File: src/rtl/core/mck_pkg.sv
package mck_pkg;

   localparam int CharW = 8;
   localparam int PatW  = 23;
   localparam int IdxW  = 6;

   typedef logic [CharW-1:0] char_type;
   typedef logic [PatW-1:0]  pattern_type;
   typedef logic [IdxW-1:0]  index_type;

   localparam char_type CharSpace = 8'h20;
   localparam char_type CharLong  = 8'h21;
   localparam char_type CharDummy = 8'h40;
   localparam char_type CharDig0  = 8'h30;
   localparam char_type CharDig9  = 8'h39;
   localparam char_type CharLowA  = 8'h61;
   localparam char_type CharLowZ  = 8'h7A;
   localparam char_type CharUpA   = 8'h41;
   localparam char_type CharUpZ   = 8'h5A;
   localparam char_type DigOffset = 8'd22;

   localparam index_type IdxSpace = 6'd36;
   localparam index_type IdxLong  = 6'd37;

   typedef struct packed {
      logic load;   // take a new request and look up its pattern
      logic shift;  // move one key unit into the output register
   } dp_cmd_type;

   typedef struct packed {
      logic out_valid;  // output register holds a unit not yet taken
      logic unit_last;  // the unit at the head of the pattern is the final one
   } dp_status_type;

   function automatic index_type char_index(input char_type c);
      index_type idx;
      char_type  diff;
      idx  = IdxSpace;
      diff = '0;
      if (c == CharSpace) begin
         idx = IdxSpace;
      end else if (c == CharLong) begin
         idx = IdxLong;
      end else if (c >= CharDig0 && c <= CharDig9) begin
         diff = c - DigOffset;
         idx  = diff[IdxW-1:0];
      end else if (c >= CharLowA && c <= CharLowZ) begin
         diff = c - CharLowA;
         idx  = diff[IdxW-1:0];
      end else if (c >= CharUpA && c <= CharUpZ) begin
         diff = c - CharUpA;
         idx  = diff[IdxW-1:0];
      end
      return idx;
   endfunction

   // Key pattern, LSB first; the highest set bit is the stop flag.
   function automatic pattern_type pattern_lookup(input index_type idx);
      pattern_type p;
      case (idx)
         6'd0:    p = 23'h00011D;
         6'd1:    p = 23'h001157;
         6'd2:    p = 23'h0045D7;
         6'd3:    p = 23'h000457;
         6'd4:    p = 23'h000011;
         6'd5:    p = 23'h001175;
         6'd6:    p = 23'h001177;
         6'd7:    p = 23'h000455;
         6'd8:    p = 23'h000045;
         6'd9:    p = 23'h011DDD;
         6'd10:   p = 23'h0011D7;
         6'd11:   p = 23'h00115D;
         6'd12:   p = 23'h000477;
         6'd13:   p = 23'h000117;
         6'd14:   p = 23'h004777;
         6'd15:   p = 23'h0022DD;
         6'd16:   p = 23'h011D77;
         6'd17:   p = 23'h00045D;
         6'd18:   p = 23'h000115;
         6'd19:   p = 23'h000047;
         6'd20:   p = 23'h000475;
         6'd21:   p = 23'h0011D5;
         6'd22:   p = 23'h0011DD;
         6'd23:   p = 23'h004757;
         6'd24:   p = 23'h011DD7;
         6'd25:   p = 23'h004577;
         6'd26:   p = 23'h477777;
         6'd27:   p = 23'h11DDDD;
         6'd28:   p = 23'h047775;
         6'd29:   p = 23'h011DD5;
         6'd30:   p = 23'h004755;
         6'd31:   p = 23'h001155;
         6'd32:   p = 23'h004557;
         6'd33:   p = 23'h011577;
         6'd34:   p = 23'h045777;
         6'd35:   p = 23'h117777;
         6'd36:   p = 23'h000010;
         6'd37:   p = 23'h000080;
         default: p = 23'h000010;
      endcase
      return p;
   endfunction

endpackage

File: src/rtl/core/mck_ctrl.sv
module mck_ctrl (
   input  logic                   clock,
   input  logic                   reset,
   input  logic                   req_tvalid,
   output logic                   req_tready,
   input  logic                   rsp_tready,
   input  mck_pkg::dp_status_type status,
   output mck_pkg::dp_cmd_type    cmd
);
   import mck_pkg::*;

   typedef enum logic [1:0] {
      ST_IDLE  = 2'b01,
      ST_SHIFT = 2'b10
   } state_type;

   state_type state_ff, state_in;
   logic      can_shift;

   assign can_shift = !status.out_valid || rsp_tready;

   always_comb begin
      state_in   = state_ff;
      req_tready = 1'b0;
      cmd        = '0;
      case (state_ff)
         ST_IDLE: begin
            req_tready = 1'b1;
            cmd.load   = req_tvalid;
            if (req_tvalid) begin
               state_in = ST_SHIFT;
            end
         end
         ST_SHIFT: begin
            cmd.shift = can_shift;
            if (can_shift && status.unit_last) begin
               state_in = ST_IDLE;
            end
         end
         default: begin
            state_in = ST_IDLE;
         end
      endcase
   end

   always_ff @(posedge clock) begin
      if (reset) begin
         state_ff <= ST_IDLE;
      end else begin
         state_ff <= state_in;
      end
   end

endmodule

File: src/rtl/core/mck_dp.sv
module mck_dp (
   input  logic                   clock,
   input  logic                   reset,
   input  mck_pkg::char_type      req_char,
   input  logic                   req_phrase_start,
   input  logic                   rsp_tready,
   input  mck_pkg::dp_cmd_type    cmd,
   output mck_pkg::dp_status_type status,
   output logic                   rsp_tvalid,
   output logic                   rsp_key_on,
   output logic                   rsp_last_unit
);
   import mck_pkg::*;

   char_type    prev_ff, prev_in;
   pattern_type pat_ff, pat_in;
   logic        out_valid_ff, out_valid_in;
   logic        key_ff, key_in;
   logic        last_ff, last_in;
   char_type    prev_eff;
   char_type    char_eff;
   logic        head_last;

   // a space right after a space or long space is sent as a long space
   always_comb begin
      prev_eff = req_phrase_start ? CharDummy : prev_ff;
      char_eff = req_char;
      if (req_char == CharSpace && (prev_eff == CharSpace || prev_eff == CharLong)) begin
         char_eff = CharLong;
      end
   end

   assign head_last = (pat_ff[PatW-1:1] == {{(PatW-2){1'b0}}, 1'b1});

   always_comb begin
      prev_in      = prev_ff;
      pat_in       = pat_ff;
      out_valid_in = out_valid_ff;
      key_in       = key_ff;
      last_in      = last_ff;
      if (cmd.load) begin
         prev_in = char_eff;
         pat_in  = pattern_lookup(char_index(char_eff));
      end
      if (cmd.shift) begin
         pat_in       = {1'b0, pat_ff[PatW-1:1]};
         out_valid_in = 1'b1;
         key_in       = pat_ff[0];
         last_in      = head_last;
      end else if (rsp_tready) begin
         out_valid_in = 1'b0;
      end
   end

   always_ff @(posedge clock) begin
      if (reset) begin
         prev_ff      <= CharDummy;
         out_valid_ff <= 1'b0;
      end else begin
         prev_ff      <= prev_in;
         out_valid_ff <= out_valid_in;
      end
   end

   always_ff @(posedge clock) begin
      pat_ff  <= pat_in;
      key_ff  <= key_in;
      last_ff <= last_in;
   end

   assign status.out_valid = out_valid_ff;
   assign status.unit_last = head_last;
   assign rsp_tvalid       = out_valid_ff;
   assign rsp_key_on       = key_ff;
   assign rsp_last_unit    = last_ff;

`ifndef SYNTHESIS
   a_shift_has_units: assert property (@(posedge clock) disable iff (reset)
      cmd.shift |-> (pat_ff[PatW-1:1] != '0))
      else $error("shift with empty pattern");

   a_load_excl_shift: assert property (@(posedge clock) disable iff (reset)
      !(cmd.load && cmd.shift))
      else $error("load and shift in the same cycle");

   a_last_empties_pattern: assert property (@(posedge clock) disable iff (reset)
      (cmd.shift && head_last) |=> (pat_ff == {{(PatW-1){1'b0}}, 1'b1}))
      else $error("pattern not at stop flag after last unit");
`endif

endmodule

File: src/rtl/core/morse_code_keyer_unit.sv
// Morse keyer: one ASCII character per request, one key unit per result.
// A request's pattern is loaded on acceptance; its 4 to 22 units then
// shift into the output register one per cycle, stalled by rsp_tready;
// the next request is taken only after the last unit of the previous.
// Reset (synchronous, active high) empties the output and sets the
// previous character to the dummy code.
module morse_code_keyer_unit (
   input  logic       clock,
   input  logic       reset,
   input  logic       req_tvalid,
   output logic       req_tready,
   input  logic [7:0] req_tdata,   // [7:0] char_code
   input  logic       req_tuser,   // [0] phrase_start
   output logic       rsp_tvalid,
   input  logic       rsp_tready,
   output logic [7:0] rsp_tdata,   // [0] key_on, [7:1] zero
   output logic       rsp_tlast    // last_unit
);
   import mck_pkg::*;

   dp_cmd_type    cmd;
   dp_status_type status;
   logic          key_on;

   mck_ctrl u_ctrl (
      .clock      (clock),
      .reset      (reset),
      .req_tvalid (req_tvalid),
      .req_tready (req_tready),
      .rsp_tready (rsp_tready),
      .status     (status),
      .cmd        (cmd)
   );

   mck_dp u_dp (
      .clock            (clock),
      .reset            (reset),
      .req_char         (req_tdata),
      .req_phrase_start (req_tuser),
      .rsp_tready       (rsp_tready),
      .cmd              (cmd),
      .status           (status),
      .rsp_tvalid       (rsp_tvalid),
      .rsp_key_on       (key_on),
      .rsp_last_unit    (rsp_tlast)
   );

   assign rsp_tdata = {7'b0, key_on};

endmodule

File: config.mk
export PLATFORM = sky130hd
export DESIGN_NAME = morse_code_keyer_unit
export DESIGN_NICKNAME = d
export VERILOG_FILES = /design/src/rtl/core/mck_pkg.sv /design/src/rtl/core/mck_ctrl.sv /design/src/rtl/core/mck_dp.sv /design/src/rtl/core/morse_code_keyer_unit.sv
export SDC_FILE = /design/constraint.sdc
export NUM_CORES = 1
export LEC_CHECK = 0
export BUFFER_PORTS_ARGS = -buffer_cell sky130_fd_sc_hd__buf_2
export CAP_MARGIN = 20
export CORE_ASPECT_RATIO = 1.25
export CORE_MARGIN = 3
export CORE_UTILIZATION = 45
export CTS_CLUSTER_DIAMETER = 200
export DETAILED_ROUTE_END_ITERATION = 7
export PLACE_DENSITY = 0.74
export SETUP_SLACK_MARGIN = 0.1
export SLEW_MARGIN = 40
export SYNTH_ARGS = -nofsm -noshare
export SYNTH_HDL_FRONTEND = slang
export SYNTH_SLANG_ARGS = --single-unit
File: constraint.sdc
create_clock -name clock -period 5 [get_ports clock]
set_clock_uncertainty 0.05 [all_clocks]
set_input_delay 0.75 -clock clock [delete_from_list [all_inputs] [get_ports clock]]
set_output_delay 0.75 -clock clock [all_outputs]
set_load 0.01 [all_outputs]
==> results.txt, run 1 <==
The clock reaches the later pin of the worst-skew pair after 0.29 ns. The run gives 26 as the maximum number of pins on one net before global-route repair. 24 I/O pins were placed. Global routing consumed, over all layers together, 20.5% of the routing resources. The register area share after synthesis was 34.2%; the cts-stage hold buffer count was 0. The first-pass iteration count of the detailed router came out at 6.

In the final routed layout, each cell accounts on average for 17.1 µm. The biggest area consumer among synthesized cells is sky130_fd_sc_hd__edfxtp_1. The total overflow left after global routing is 0. Cell area after technology mapping: 0.00275 mm². After detailed routing, the total wire length is 7130 µm.

The critical path class was primary input to register. After layout, the worst path uses 94.5% of the clock period. The height of the die is 93.4 µm, and the max-slew violation count is 0. The required arrival time at the worst endpoint is 5.10 ns, and the die outline width is 75.9 µm.

Counting both buffers and inverters, the worst setup path holds a total of 2. For the pin with the worst max-slew slack, the measured transition is 0.789 ns. The tools report the non-filler instance count after layout as 417. The tools report the peak clock frequency supported by timing as 212 MHz. Among all flip-flop cells after synthesis, the most frequent one is sky130_fd_sc_hd__edfxtp_1. The utilization after layout came out at 52.1%. Input and output buffers added on the ports amount to 16.

The initial core utilization was 47.0%; the number of buffers on the longest clock path was 2. 0 antenna diodes ended up in the layout. The worst path in the final design needs a cycle of 4.72 ns, including I/O delays and setup. In this run, synthesis produced a sequential element count of 35. The total of cells resized after clock tree synthesis is 0, and the summed area of non-filler cells in the final layout is 0.00305 mm². The logs give 0 for the number of antenna violations at the first check in global routing and 309 for the number of DRC violations after detailed-routing iteration 0. The tools report the maximum level of the CTS H-tree as 2. Number of vias per cell: 6.15.

The fraction of layout instances using a drive strength above 1 is 17.6%. The share of synthesized area in the top cell type comes to 26.2%. The critical-path cell with the highest stage delay was sky130_fd_sc_hd__or4b_4. In this run the power density over the cells is 237 mW/mm². The tools report the CTS buffer count as 5.

Timing analysis after detailed placement gives a worst setup slack of -0.0643 ns. Number of core rows: 31. The largest stage delay on the critical path is 0.49 ns, and the worst slew slack as a fraction of its limit is 47.3%. Total number of vias: 2564.

The worst setup slack after layout is 0.277 ns, and the final RePlAce weighted congestion is 0.959. In the synthesized netlist the async set-or-reset flop fraction comes to 0%. The final setup violation count came out at 0. The highest net fanout along the worst path is 8. The kind of cell with the highest combined delay on the critical path was simple AND/OR/NAND/NOR gates. Setup repair after global routing left no endpoint under its margin. The area growth from synthesis to final layout works out to 10.9%. The number of library cell types mapped by synthesis was 66. Signal arrival time at the worst endpoint: 4.82 ns. The flow ran to the end, and the final reports show no timing, DRC or antenna violations.

The synthesized design contains 24 enable-type register cells. The cell with the most instances after synthesis was sky130_fd_sc_hd__nand2_1. The worst setup path is captured at a register. Ranked by instance count, the synthesized netlist is headed by sky130_fd_sc_hd__nand2_1 (38), sky130_fd_sc_hd__a21oi_1 (30), sky130_fd_sc_hd__edfxtp_1 (24), sky130_fd_sc_hd__nor2_1 (24), sky130_fd_sc_hd__ha_1 (16).

Summing all placed instances gives a cell area of 0.00294 mm². The tools report the core outline area as 0.00586 mm². By area the synthesized netlist is led by sky130_fd_sc_hd__edfxtp_1 (26%), sky130_fd_sc_hd__dfxtp_1 (8.0%), sky130_fd_sc_hd__ha_1 (7.3%). CTS placed an instance of sky130_fd_sc_hd__clkbuf_8 at the clock tree root.

The number of clock sinks was 35; the CTS clock-pin slew for the worst setup and hold paths was 0.07 ns. The count of nets left with antenna violations once routing finished came out at 0. IR analysis of the VDD net gives a maximum drop of 0.134 mV. The half-perimeter wire length after placement was 5250 µm; the post-layout total power was 0.000722 W. The placed cell count was 406. In this run the post-CTS setup repair buffer count came out at 0. Walking the worst path, the cells encountered are buf_2 -> or4b_4 -> nor4_4 -> a21oi_1 -> ha_1 -> nor3b_1 -> a21o_1 -> or2_2 -> mux2_2 -> a22oi_2 -> buf_4 -> ha_1 -> mux4_2 -> a221o_1 -> a21oi_1. TritonCTS built the clock tree. Averaged over all synthesized cells, the footprint is 8.73 µm². The number of global-route vias before repair is 2438, and the wire length of the first global-routing pass is 11900 µm.

Count of maximum capacitance violations: 0. The tools report the count of synthesis-stage warnings from yosys as 0. The post-layout net count was 363. The remaining routing DRC violations was 0; the static leakage was 1.21 nW. Synthesis produced 315 cells.

Class of the tightest hold or removal check: register to register. The kind of start point of the critical path was a primary input. The die covers 0.00709 mm². The final number of hold-violating endpoints was 0.
[cell type report]
cell class | instances | area [µm²]
tap | 82 | 103
fill | 535 | 2810
clock buffer | 6 | 72.6
clock inverter | 2 | 12.5
sequential | 35 | 941
inverter | 11 | 41.3
multi-input combinational | 247 | 1660
timing repair buffer | 34 | 215
[cells in the final DEF (no fill, tap or decap), types with 3 or more instances in the layout]
cell type and instances:
sky130_fd_sc_hd__a21o_1 3, sky130_fd_sc_hd__a21oi_1 30, sky130_fd_sc_hd__a31oi_1 9, sky130_fd_sc_hd__and2_1 4, sky130_fd_sc_hd__and3_1 4, sky130_fd_sc_hd__buf_2 16, sky130_fd_sc_hd__buf_4 18, sky130_fd_sc_hd__clkbuf_8 5
sky130_fd_sc_hd__conb_1 7, sky130_fd_sc_hd__dfxtp_1 11, sky130_fd_sc_hd__edfxtp_1 24, sky130_fd_sc_hd__ha_1 16, sky130_fd_sc_hd__inv_1 11, sky130_fd_sc_hd__mux2i_1 6, sky130_fd_sc_hd__nand2_1 37, sky130_fd_sc_hd__nand2b_1 5
sky130_fd_sc_hd__nand3_1 12, sky130_fd_sc_hd__nand4_1 4, sky130_fd_sc_hd__nor2_1 24, sky130_fd_sc_hd__nor3_1 3, sky130_fd_sc_hd__nor3b_1 3, sky130_fd_sc_hd__nor4_1 5, sky130_fd_sc_hd__o211ai_1 4, sky130_fd_sc_hd__o21ai_0 9
sky130_fd_sc_hd__o22a_1 3, sky130_fd_sc_hd__o31ai_1 6, sky130_fd_sc_hd__or4_1 3
[power by group]
part           switching, W  internal (W)
logic              0.000107     0.0000631
registers         0.0000123      0.000337
clock network      0.000105     0.0000973
total              0.000224      0.000498
[registers in the layout (all words and copies together), names as in the netlist]
signal / cells
u_dp.pat_ff: 23
u_dp.prev_ff: 7
u_ctrl.state_ff: 2
u_dp.rsp_key_on: 1
u_dp.rsp_last_unit: 1
u_dp.rsp_tvalid: 1
[cell families after synthesis]
| group | after synthesis | share of synthesized area [%] |
|---|---|---|
| AOI/OAI and AO/OA | 97 | 25.6 |
| xor gates and xnor gates | 1 | 0.319 |
| adders and majority gates | 16 | 7.28 |
| buffers and inverters | 39 | 6.64 |
| DFF | 35 | 34.2 |
| muxes | 8 | 3.41 |
| other | 1 | 0.136 |
| and+or+nand+nor | 118 | 22.4 |
[metrics by stage]
step	TNS [ns]	hold WS, ns
detailed placement	-0.0643	0.360
CTS	0	0.376
floorplan	0	0.350
finish	0	0.374
global route	0	0.396
global placement	0	0.357
[final timing paths]
| kind | depth (start not counted) | to | slack [ns] | startpoint |
|---|---|---|---|---|
| worst min-delay path | 0 | u_dp.rsp_key_on | 0.37 | u_dp.pat_ff[0] |
| worst min register to register | 0 | u_dp.rsp_key_on | 0.37 | u_dp.pat_ff[0] |
| worst max-delay path | 15 | u_dp.pat_ff[12] | 0.28 | req_tdata[0] |
| worst max register to register | 14 | u_dp.pat_ff[12] | 0.49 | u_dp.prev_ff[7] |
[routing by layer]
| layer | GRT usage (%) | vias to the layer above | share of wire, % |
|---|---|---|---|
| met5 | 0 | - | 0 |
| met3 | 2.60 | 28 | 5.9 |
| met1 | 25.5 | 1202 | 41 |
| met2 | 35.4 | 131 | 49 |
| li1 | - | 1203 | - |
| met4 | 9.67 | 0 | 4.0 |
Power figures use the tool's default switching activity.
==> inputs of run 2 (changes only) <==
- ABC_AREA: default -> 1
==> run 2 against run 1 <==
Net effect:
- area after synthesis up 9.1%
- maximum frequency is 9.0% higher
- core utilization is 2.3 points lower
- non-clock buffer count fell by 15
- critical path type unchanged
==> results.txt, run 2 <==
The multiplexer area fraction after synthesis came out at 0% (-3.4 points). The remaining routing DRC violations is 0 (unchanged). The number of library cell types mapped by synthesis is 34 (-48%), and the fraction of the mapped netlist area in compound gates is 10.7% (-15 points).

The count of synthesis-stage warnings from yosys is 0 (unchanged), and the wire length of the first global-routing pass is 12300 µm (+3.4%). u_dp.pat_ff holds more flip-flops than any other register. The hold-critical path depth is 0 (unchanged).

The worst setup path is captured at a register. The clock period minus worst slack works out to 4.33 ns (-0.389 ns). The logs give 343 (+11%) for the number of DRC violations after detailed-routing iteration 0 and 4.33 ns (-0.49 ns) for the signal arrival time at the worst endpoint. The run gives 5690 µm (+8.5%) as the half-perimeter wire length after placement. The switching power was 0.000271 W (+21%). The root buffer cell chosen for the clock tree is sky130_fd_sc_hd__clkbuf_8. In this run the critical register-to-register path is captured at u_dp.pat_ff[1]. The post-synthesis share of cell area spent on full adders, half adders and majority gates works out to 6.68% (-0.60 points). The count of maximum capacitance violations was 0 (unchanged); the height of the die was 97.3 µm (+4.1%). Critical-path cell with the highest stage delay: sky130_fd_sc_hd__ha_1. The utilization after layout was 49.8% (-2.3 points); the max-slew violation count was 0 (unchanged).

For the final number of hold-violating endpoints, the log shows 0 (unchanged). The largest registers in the layout are u_dp.pat_ff x23, u_dp.prev_ff x7, u_ctrl.state_ff x2. The logs give 5.00 ns (-0.10 ns) for the required arrival time at the worst endpoint and 0.00633 mm² (+8.0%) for the core outline area. The detail-routed net length per standard cell is 14.1 µm (-17%). The maximum number of pins on one net before global-route repair came out at 25 (-3.8%). For the number of core rows, the log shows 32 (+3.2%). The largest stage delay on the critical path is 0.33 ns (-0.16 ns). The global-route usage over all layers was 19.6% (-0.88 points).

Area of the multi-input gates: 0.00170 mm² (+2.1%). Class of the tightest hold or removal check: register to register. The cts-stage hold buffer count was 0 (unchanged). The post-synthesis instance total was 440 (+40%).

For the number of global-route vias before repair, the log shows 2651 (+8.7%). The switching part of the total works out to 35.1% (+4.0 points). The CTS clock-pin slew for the worst setup and hold paths was 0.07 ns (about the same); the CTS buffer count was 5 (unchanged). The maximum level of the CTS H-tree is 2 (unchanged), and the number of vias per cell is 5.33 (-13%). The area growth from synthesis to final layout came out at 4.96%. In the synthesized netlist, the cells that appear most often are sky130_fd_sc_hd__nand2_1 (123), sky130_fd_sc_hd__inv_1 (53), sky130_fd_sc_hd__nor2_1 (48), sky130_fd_sc_hd__nand3_1 (43). The run gives 0.00769 mm² (+8.4%) as the area enclosed by the die boundary. The number of clock sinks is 35 (unchanged).

The endpoint of the worst setup timing path was u_dp.pat_ff[1]. The area share of the largest cell type after synthesis was 24.0% (-2.2 points). The actual transition at the worst max-transition pin was 0.659 ns (-0.130 ns). The tools report the number of diodes as 0 (unchanged).

The power per cell area was 245 mW/mm² (+3.5%). The share of synthesized cell area in and, or, nand and nor gates came out at 37.2% (+15 points). The logs give 941 µm² (unchanged) for the register area and 0 (unchanged) for the count of buffers added by post-CTS timing repair for setup. The tools report the kind of start point of the critical path as a primary input.

Placed cell count: 527 (+30%). Worst-case reg-to-reg path depth: 26 (+12). The flip-flop count of the largest register after layout was 23 (unchanged). The fraction of layout instances using a drive strength above 1 works out to 11.6% (-6.1 points). The worst slew slack as a fraction of its limit was 55.6% (+8.3 points). The number of antenna violations at the first check in global routing was 0 (unchanged). The buffer and inverter count on the worst path works out to 7 (+5).

The cell with the most instances after synthesis was sky130_fd_sc_hd__nand2_1. The setup TNS came out at 0 ns (unchanged). The instance count on the critical path came out at 26 (+11).

The xor and xnor area share after synthesis is 1.17% (+0.85 points). The kind of cell with the highest combined delay on the critical path was simple AND/OR/NAND/NOR gates. The worst flop-to-flop path startpoint is u_dp.prev_ff[5]. The share of the clock period used by the worst path works out to 86.7% (-7.8 points). The worst voltage drop across the vdd grid is 0.114 mV (-15%). Leftover overflow at the end of global routing: 0 (unchanged). The final setup violation count is 0 (unchanged). The most instantiated flip-flop cell in the synthesis netlist is sky130_fd_sc_hd__edfxtp_1. For the total number of vias, the log shows 2854 (+11%). The run finished with clean final reports.

The tools report the total of cells resized after clock tree synthesis as 0 (unchanged). The top cell types in the final layout, fill and taps aside, are sky130_fd_sc_hd__nand2_1 (122), sky130_fd_sc_hd__inv_1 (53), sky130_fd_sc_hd__nor2_1 (48). The tools report the post-layout net count as 478 (+32%). Main combinational cell family by area after synthesis: simple AND/OR/NAND/NOR gates. After synthesis, the cell types taking the most area are sky130_fd_sc_hd__edfxtp_1 (24%), sky130_fd_sc_hd__nand2_1 (15%), sky130_fd_sc_hd__dfxtp_1 (7.3%). The fraction of power consumed by the clock network is 26.6% (-1.5 points).

TritonCTS built the clock tree. For the non-filler instance count after layout, the log shows 535 (+28%). The count of antenna-violating nets left after detailed routing came out at 0 (unchanged). Share of total power in sequential cells: 45.8% (-2.6 points).

The peak clock frequency supported by timing came out at 231 MHz (+9.0%). Highest net fanout along the worst path: 12 (+4). The share of async-settable or async-resettable flops after synthesis was 0% (unchanged). The static leakage came out at 1.54 nW (+28%).

The initial core utilization is 47.4% (+0.45 points). Number of enable flip-flop cells after synthesis: 24 (unchanged). The final RePlAce weighted congestion is 1.00 (+4.2%).

The logs give 0.000501 W (+0.69%) for the design internal power and 0.29 ns (about the same) for the source-to-sink clock delay at the later pin of the worst-skew pair. Final routed wirelength across all metal layers: 7560 µm (+6.1%). The tools report the start point of the critical path as req_tdata[7]. The combinational share of power is 27.6% (+4.1 points). Biggest area consumer among synthesized cells: sky130_fd_sc_hd__edfxtp_1. The number of buffer cells added on primary ports works out to 16 (unchanged).

The critical path in this run is classified as primary input to register. The number of synthesized register bits is 35 (unchanged). The library cell used most frequently in the layout, excluding fill and tap cells, is sky130_fd_sc_hd__nand2_1. For the count of fill cells added during filler insertion, the log shows 660 (+23%).

The I/O pin total is 24 (unchanged), and the first-pass iteration count of the detailed router is 5 (-1). The register area share after synthesis was 31.4% (-2.8 points). The cell area after technology mapping came out at 0.00300 mm² (+9.1%). The register-to-register path setup slack is 1.06 ns (+0.57 ns), and the mean area per synthesized cell is 6.82 µm² (-22%).

The die outline width was 79.0 µm (+4.1%); the number of buffers on the longest clock path was 2 (unchanged). Setup repair after global routing left no endpoint under its margin.
run 2: changes by cell type after synthesis, moves of 7 or more:
cell and change:
sky130_fd_sc_hd__a21oi_1 -10, sky130_fd_sc_hd__clkbuf_1 -9, sky130_fd_sc_hd__inv_1 +42, sky130_fd_sc_hd__nand2_1 +85
sky130_fd_sc_hd__nand3_1 +31, sky130_fd_sc_hd__nor2_1 +24, sky130_fd_sc_hd__o21ai_0 +15, sky130_fd_sc_hd__o31ai_1 -7
run 2: per-layer routing:
layer / up-vias / wire length, µm / GRT usage (%)
met4: 0 / 240 / 9.52
met2: 101 / 3670 / 33.1
li1: 1428 / - / -
met1: 1307 / 3320 / 23.9
met3: 18 / 332 / 3.15
met5: - / 0 / 0
run 2: power groups by stage:
stage	sequential [W]	clock, W	combinational (W)
finish	0.000354	0.000205	0.000213
global route	0.000356	0.000216	0.000239
CTS	0.000353	0.000204	0.000209
detailed placement	0.000360	0	0.000208
global placement	0.000359	0	0.000206
floorplan	0.000356	0	0.000168
run 2: kinds of logic (layout without fill, tap and decap cells):
group | Yosys count | in the layout
and+or+nand+nor | 248 | 248
buffers and inverters | 79 | 83
AOI/OAI and AO/OA | 57 | 57
DFF | 35 | 35
adders and majority gates | 16 | 16
xor gates and xnor gates | 4 | 4
other | 1 | 7
run 2: worst min path at each step:
stage | start | endpoint
floorplan | u_dp.pat_ff[0] | u_dp.rsp_key_on
global placement | u_dp.pat_ff[0] | u_dp.rsp_key_on
detailed placement | u_dp.pat_ff[0] | u_dp.rsp_key_on
CTS | u_dp.pat_ff[0] | u_dp.rsp_key_on
global route | u_dp.pat_ff[0] | u_dp.rsp_key_on
finish | u_dp.pat_ff[0] | u_dp.rsp_key_on
run 2: worst register-to-register path: cells and delay by family (launching register included):
kind | cells | cell delay (ns)
simple gates | 14 | 1.51
compound gates | 3 | 0.33
flops | 1 | 0.33
fa+ha+maj | 2 | 0.58
buf+inv | 7 | 0.89
run 2: metrics by stage:
step / hold WS, ns / area, µm² / power (W) / setup WS (ns)
6_report: 0.378 / 3150 / 0.000772 / 0.666
5_1_grt: 0.401 / 3150 / 0.000811 / 0.226
4_1_cts: 0.381 / 3150 / 0.000767 / 0.737
3_5_place_dp: 0.365 / 3060 / 0.000568 / 0.446
3_3_place_gp: 0.367 / 3060 / 0.000565 / 0.516
2_1_floorplan: 0.350 / 3020 / 0.000525 / 1.21
run 2: final cells by class:
cell class / count / share of cell area (%)
clock inverter: 3 / 0.636
timing repair buffer: 19 / 3.26
clock buffer: 5 / 2.19
tap: 85 / 3.38
sequential: 35 / 29.9
inverter: 56 / 6.68
multi-input combinational: 332 / 54.0
